### config.mk
export PLATFORM = sky130hd
export DESIGN_NAME = pai_sqrt
export DESIGN_NICKNAME = d
export VERILOG_FILES = /design/src/sv/pai_pkg.sv /design/src/sv/pai_sqrt.sv
export SDC_FILE = /design/constraint.sdc
export NUM_CORES = 2
export LEC_CHECK = 0
export ABC_AREA = 1
export BUFFER_PORTS_ARGS = -buffer_cell sky130_fd_sc_hd__buf_2
export CORE_MARGIN = 5
export CORE_UTILIZATION = 60
export DETAILED_ROUTE_END_ITERATION = 7
export HOLD_SLACK_MARGIN = 0.15
export MAX_ROUTING_LAYER = met4
export PLACE_DENSITY = 0.76
export SYNTH_ARGS = -nofsm -noshare
export SYNTH_HDL_FRONTEND = slang
export SYNTH_SLANG_ARGS = --single-unit
### constraint.sdc
create_clock -name clk -period 4.19 [get_ports clk]
set_input_delay 0.838 -clock clk [delete_from_list [all_inputs] [get_ports clk]]
set_output_delay 0.838 -clock clk [all_outputs]
set_load 0.01 [all_outputs]
### src/sv/pai_pkg.sv
// Package for particle_attract_integrate: payload types, constants, helpers.
// No dependencies; used by the interface file and every module.
package pai_pkg;

  localparam int unsigned QW = 24;
  localparam int unsigned DW = 25;      // difference width
  localparam int unsigned SQW = 50;     // squared length width
  localparam int unsigned RW = 25;      // sqrt result width
  localparam int unsigned DENW = 26;    // length + epsilon
  localparam int unsigned NUMW = 37;    // |diff| * gain
  localparam int unsigned DTW = 10;
  localparam logic [6:0]  Q_EPS = 7'd66;
  localparam logic [11:0] Q_GAIN = 12'd3277;
  localparam logic [9:0]  MS_PER_S = 10'd1000;
  localparam logic signed [QW-1:0] V_MAX = 24'sh7FFFFF;
  localparam logic signed [QW-1:0] V_MIN = -24'sh800000;

  typedef struct packed {
    logic signed [QW-1:0] pos_x;
    logic signed [QW-1:0] pos_y;
    logic signed [QW-1:0] vel_x;
    logic signed [QW-1:0] vel_y;
    logic signed [QW-1:0] target_x;
    logic signed [QW-1:0] target_y;
    logic                 apply_impulse;
    logic [DTW-1:0]       dt_ms;
    logic                 last_particle;
  } pai_in_t;

  typedef struct packed {
    logic signed [QW-1:0] new_pos_x;
    logic signed [QW-1:0] new_pos_y;
    logic signed [QW-1:0] new_vel_x;
    logic signed [QW-1:0] new_vel_y;
    logic                 frame_done;
  } pai_out_t;

  function automatic logic signed [QW-1:0] sat24(input logic signed [35:0] v);
    if (v > 36'sd8388607) return V_MAX;
    if (v < -36'sd8388608) return V_MIN;
    return v[QW-1:0];
  endfunction

endpackage

### src/sv/pai_sqrt.sv
// Pipelined restoring square root, one result bit per stage, with sideband.
// Depends on pai_pkg.
module pai_sqrt #(
  parameter int unsigned SW = 8
) (
  input  logic                        clk,
  input  logic                        rst,
  input  logic                        en,
  input  logic                        in_valid,
  input  logic [pai_pkg::SQW-1:0]     in_rad,
  input  logic [SW-1:0]               in_side,
  output logic                        out_valid,
  output logic [pai_pkg::RW-1:0]      out_root,
  output logic [SW-1:0]               out_side
);
  import pai_pkg::*;

  localparam int unsigned N = RW;

  logic [N:0]             v;
  logic [SQW-1:0]         rem [N+1];
  logic [RW-1:0]          root [N+1];
  logic [SW-1:0]          side [N+1];

  assign v[0] = in_valid;
  assign rem[0] = in_rad;
  assign root[0] = '0;
  assign side[0] = in_side;

  for (genvar i = 0; i < N; i++) begin : g_st
    localparam int unsigned SH = 2 * (N - 1 - i);
    logic [SQW+1:0] trial;
    logic [SQW+1:0] cur;
    always_comb begin
      cur = {2'b0, rem[i]} >> SH;
      trial = {{(SQW+2-RW-2){1'b0}}, root[i], 2'b01};
    end
    always_ff @(posedge clk) begin
      if (rst) begin
        v[i+1] <= 1'b0;
      end else if (en) begin
        v[i+1] <= v[i];
      end
      if (en) begin
        side[i+1] <= side[i];
        if (cur >= trial) begin
          rem[i+1] <= rem[i] - SQW'(trial << SH);
          root[i+1] <= {root[i][RW-2:0], 1'b1};
        end else begin
          rem[i+1] <= rem[i];
          root[i+1] <= {root[i][RW-2:0], 1'b0};
        end
      end
    end
  end

  assign out_valid = v[N];
  assign out_root = root[N];
  assign out_side = side[N];
endmodule

==> impl_metrics.sql <==
INSERT INTO impl_metrics (metric_group, metric, value, unit) VALUES
('outcome', 'status', 'finished, violations left', ''),
('outcome', 'failing_checks', 'DRC', ''),
('timing', 'fin_skew', '0.0842', 'ns'),
('floorplan', 'floorplan.die_area', '158000', 'µm²'),
('placed_design', 'gp_routability_congestion', '1.04', ''),
('floorplan', 'rows', '142', ''),
('critical_path', 'kind_of_critical_path', 'reg2reg', ''),
('global_routing', 'grt_usage', '0.344', ''),
('cells_and_area', 'n_antenna_cell', '0', ''),
('detailed_routing', 'final_antenna_net_count', '0', ''),
('global_routing', 'groute.layer.met1.usage', '0.452', ''),
('timing', 'tightestPinTransition', '0.885', 'ns'),
('min_path', 'holdPathEnd', 'rem[1232]$_DFFE_PP_', ''),
('detailed_routing', 'remaining_drc_errors', '16', ''),
('power', 'power.density', '511', 'nW/µm²'),
('logic_synthesis', 'yosysWarnings', '0', ''),
('detailed_routing', 'routedWlPerCell', '22.0', 'µm'),
('placed_design', 'pre_cts_setup_slack', '0.921', 'ns'),
('clock_tree', 'htree_levels', '4', ''),
('timing', 'clock.fmax', '298', 'MHz'),
('floorplan', 'initial_utilization', '0.602', ''),
('detailed_routing', 'vias', '69000', ''),
('timing', 'finalWorstSetupSlack', '0.831', 'ns'),
('flow_run', 'max_cap_violations', '0', ''),
('min_path', 'worst_hold_startpoint', 'in_rad[32]', ''),
('floorplan', 'die_x_extent', '397', 'µm'),
('global_routing', 'use_met2', '0.543', ''),
('power', 'leakagePower', '0.0422', 'µW'),
('global_routing', 'total_congestion_overflow', '0', ''),
('timing', 'max_slew_margin', '0.410', ''),
('placed_design', 'i_o_buffers', '95', ''),
('critical_path', 'worstSetupStartpointType', 'flop', ''),
('detailed_routing', 'dr.first_iter.drc_count', '7568', ''),
('clock_tree', 'worst_skew_pair.late_latency', '0.85', 'ns'),
('clock_tree', 'post_cts.resized_instances', '0', ''),
('logic_synthesis', 'synth_sequential_area_ratio', '0.581', ''),
('global_routing', 'grt-busiest-layer', 'met2', ''),
('detailed_routing', 'drt_pass1_iterations', '8', ''),
('global_routing', 'gr-usage-met3', '0.0510', ''),
('timing', 'final-max-slew-violation-count', '0', ''),
('clock_tree', 'sink_count_of_the_clock_tree', '1750', ''),
('timing', 'fin_worst_hold_slack', '0.198', 'ns'),
('clock_tree', 'clock_tree.buffer_depth', '3', ''),
('cells_and_area', 'leading_cell_type_in_the_layout_fill_and_taps_excluded', 'sky130_fd_sc_hd__nand2_1', ''),
('detailed_routing', 'vias_per_cell', '5.70', ''),
('clock_tree', 'clock_tree.root_cell', 'sky130_fd_sc_hd__clkbuf_16', ''),
('power', 'vdd.ir_drop.worst', '0.500', 'mV'),
('placed_design', 'place.detailed.hpwl', '197', 'mm'),
('critical_path', 'worst_r2r_endpoint', 'g_st[21].cur[34]$_DFFE_PP_', ''),
('cells_and_area', 'nets', '10300', ''),
('logic_synthesis', 'synth-main-ff-cell', 'sky130_fd_sc_hd__edfxtp_1', ''),
('timing', 'timing.final.hold_violations', '0', ''),
('cells_and_area', 'share_of_post_route_cells_with_drive_strength_above_1', '0.0596', ''),
('clock_tree', 'post-cts-setup-buffers', '0', ''),
('logic_synthesis', 'syn-num-nets', '10000', ''),
('global_routing', 'wire_length_of_the_first_global_routing_pass', '400', 'mm'),
('logic_synthesis', 'synth_edf_count', '1725', ''),
('cells_and_area', 'layout-area-overhead-vs-synth', '10.6', '%'),
('critical_path', 'cp_data_arrival_time', '3.82', 'ns'),
('critical_path', 'crit_fanout', '50', ''),
('global_routing', 'initial_antenna_violation_count', '2', ''),
('critical_path', 'cp_data_required_time', '4.65', 'ns'),
('critical_path', 'crit_start', 'g_st[20].cur[3]$_DFFE_PP_', ''),
('clock_tree', 'register_clock_pin_slew_on_the_reported_worst_setup_and_hold_paths', '0.07', 'ns'),
('clock_tree', 'tritoncts', 'yes', ''),
('logic_synthesis', 'post_synth_instance_area', '90100', 'µm²'),
('floorplan', 'top_level_ports', '96', ''),
('logic_synthesis', 'synth-async-reset-ratio', '0', ''),
('logic_synthesis', 'netlist_instances', '9628', ''),
('floorplan', 'floorplan.die.height', '397', 'µm'),
('min_path', 'timing.hold.worst_path_depth', '1', '');
==> area by class of cell <==
| cell class | count | area (µm²) |
|---|---|---|
| clock buffer | 206 | 4450 |
| timing repair buffer | 217 | 1730 |
| sequential | 1750 | 52300 |
| multi-input combinational | 6266 | 31500 |
| fill | 11600 | 50000 |
| clock inverter | 116 | 1430 |
| inverter | 1522 | 5720 |
| tap | 2016 | 2520 |
==> what timing repair did <==
action | 4_1_cts | 5_1_grt
endpoints found under the hold margin | 48 | 0
hold buffers | 48 | 0
endpoints found under the setup margin | 0 | 0
==> where the power goes <==
group	switching [µW]	internal, µW
clock network	7200	8830
registers	1690	21700
logic	7910	3560
total	16800	34100
==> cell usage after synthesis (7+ instances only) <==
cell type	count	area, µm²
sky130_fd_sc_hd__nand3_1	501	2510
sky130_fd_sc_hd__nor4_1	14	87.6
sky130_fd_sc_hd__clkbuf_1	7	26.3
sky130_fd_sc_hd__nor2_2	29	181
sky130_fd_sc_hd__nand4_1	164	1030
sky130_fd_sc_hd__a21oi_1	470	2350
sky130_fd_sc_hd__xor2_1	135	1180
sky130_fd_sc_hd__buf_4	14	105
sky130_fd_sc_hd__o21ai_2	16	140
sky130_fd_sc_hd__a21o_1	19	143
sky130_fd_sc_hd__o21a_1	9	67.6
sky130_fd_sc_hd__and2_1	12	75.1
sky130_fd_sc_hd__nand3b_1	47	353
sky130_fd_sc_hd__or2_2	20	125
sky130_fd_sc_hd__edfxtp_1	1725	51800
sky130_fd_sc_hd__xnor2_1	163	1430
sky130_fd_sc_hd__nor2_1	920	3450
sky130_fd_sc_hd__buf_2	48	240
sky130_fd_sc_hd__buf_6	16	180
sky130_fd_sc_hd__dfxtp_1	25	500
sky130_fd_sc_hd__o21bai_1	16	120
sky130_fd_sc_hd__a21oi_2	33	289
sky130_fd_sc_hd__o21ai_0	298	1490
sky130_fd_sc_hd__nand2_1	2785	10500
sky130_fd_sc_hd__ha_1	346	4330
sky130_fd_sc_hd__nor3_1	101	505
sky130_fd_sc_hd__o21ai_1	73	365
sky130_fd_sc_hd__nor2_4	8	90.1
sky130_fd_sc_hd__inv_1	1504	5650
sky130_fd_sc_hd__nand2_2	29	181
sky130_fd_sc_hd__inv_2	17	63.8
sky130_fd_sc_hd__a21boi_0	7	52.6
==> worst max path at each step <==
stage / endpoint / slack, ns / depth (start not counted)
after floorplan: g_st[23].cur[36]$_DFFE_PP_ / 2.10 / 14
after global routing: g_st[16].cur[3]$_DFFE_PP_ / 0.69 / 11
final: g_st[21].cur[34]$_DFFE_PP_ / 0.83 / 11
after CTS: g_st[21].cur[34]$_DFFE_PP_ / 0.89 / 11
after detailed placement: g_st[21].cur[34]$_DFFE_PP_ / 0.92 / 11
after global placement: g_st[21].cur[34]$_DFFE_PP_ / 0.96 / 9
==> worst max-delay path, stage by stage, from the launching register on <==
cell and delay (ns):
sky130_fd_sc_hd__edfxtp_1 0.44, sky130_fd_sc_hd__ha_1 0.38, sky130_fd_sc_hd__nand2_1 0.16, sky130_fd_sc_hd__nand2_1 0.08, sky130_fd_sc_hd__nand2_1 0.06, sky130_fd_sc_hd__nand2_1 0.07
sky130_fd_sc_hd__nand2_1 0.10, sky130_fd_sc_hd__o211ai_2 0.12, sky130_fd_sc_hd__nand2_1 0.12, sky130_fd_sc_hd__nand3_2 0.40, sky130_fd_sc_hd__inv_2 0.79, sky130_fd_sc_hd__a21oi_1 0.22
==> per-stage QoR <==
step | total power (µW) | area, µm² | std cells
CTS | 50800 | 99600 | 12100
floorplan | 30400 | 90100 | 9628
detailed placement | 34700 | 93300 | 11700
finish | 50900 | 99600 | 12100
global placement | 34600 | 93300 | 11700
global route | 53300 | 99600 | 12100
==> routing by layer <==
| metal | wire [µm] | vias to the layer above | part of all wire |
|---|---|---|---|
| li1 | - | 32400 | - |
| met1 | 106000 | 32400 | 0.40 |
| met2 | 124000 | 3478 | 0.47 |
| met3 | 22400 | 712 | 0.084 |
| met4 | 13300 | 0 | 0.050 |
| met5 | 0 | - | 0 |
==> flip-flops by register name (all words and copies together) (netlist names) <==
name        flops
g_st.trial    300
side          192
v              24
out_side        8
rem           552
g_st.cur      648
out_valid       1
out_root       25
==> kinds of logic (layout without fill, tap and decap cells) <==
kind of cell / count (synthesis) / after routing / synth area share
adders and majority gates: 346 / 346 / 0.0481
and+or+nand+nor: 4655 / 4655 / 0.214
AOI/OAI and AO/OA: 967 / 967 / 0.0582
xor gates and xnor gates: 298 / 298 / 0.0290
DFF: 1750 / 1750 / 0.581
buffers and inverters: 1612 / 2061 / 0.0701
(Power assumes the default switching activity.)
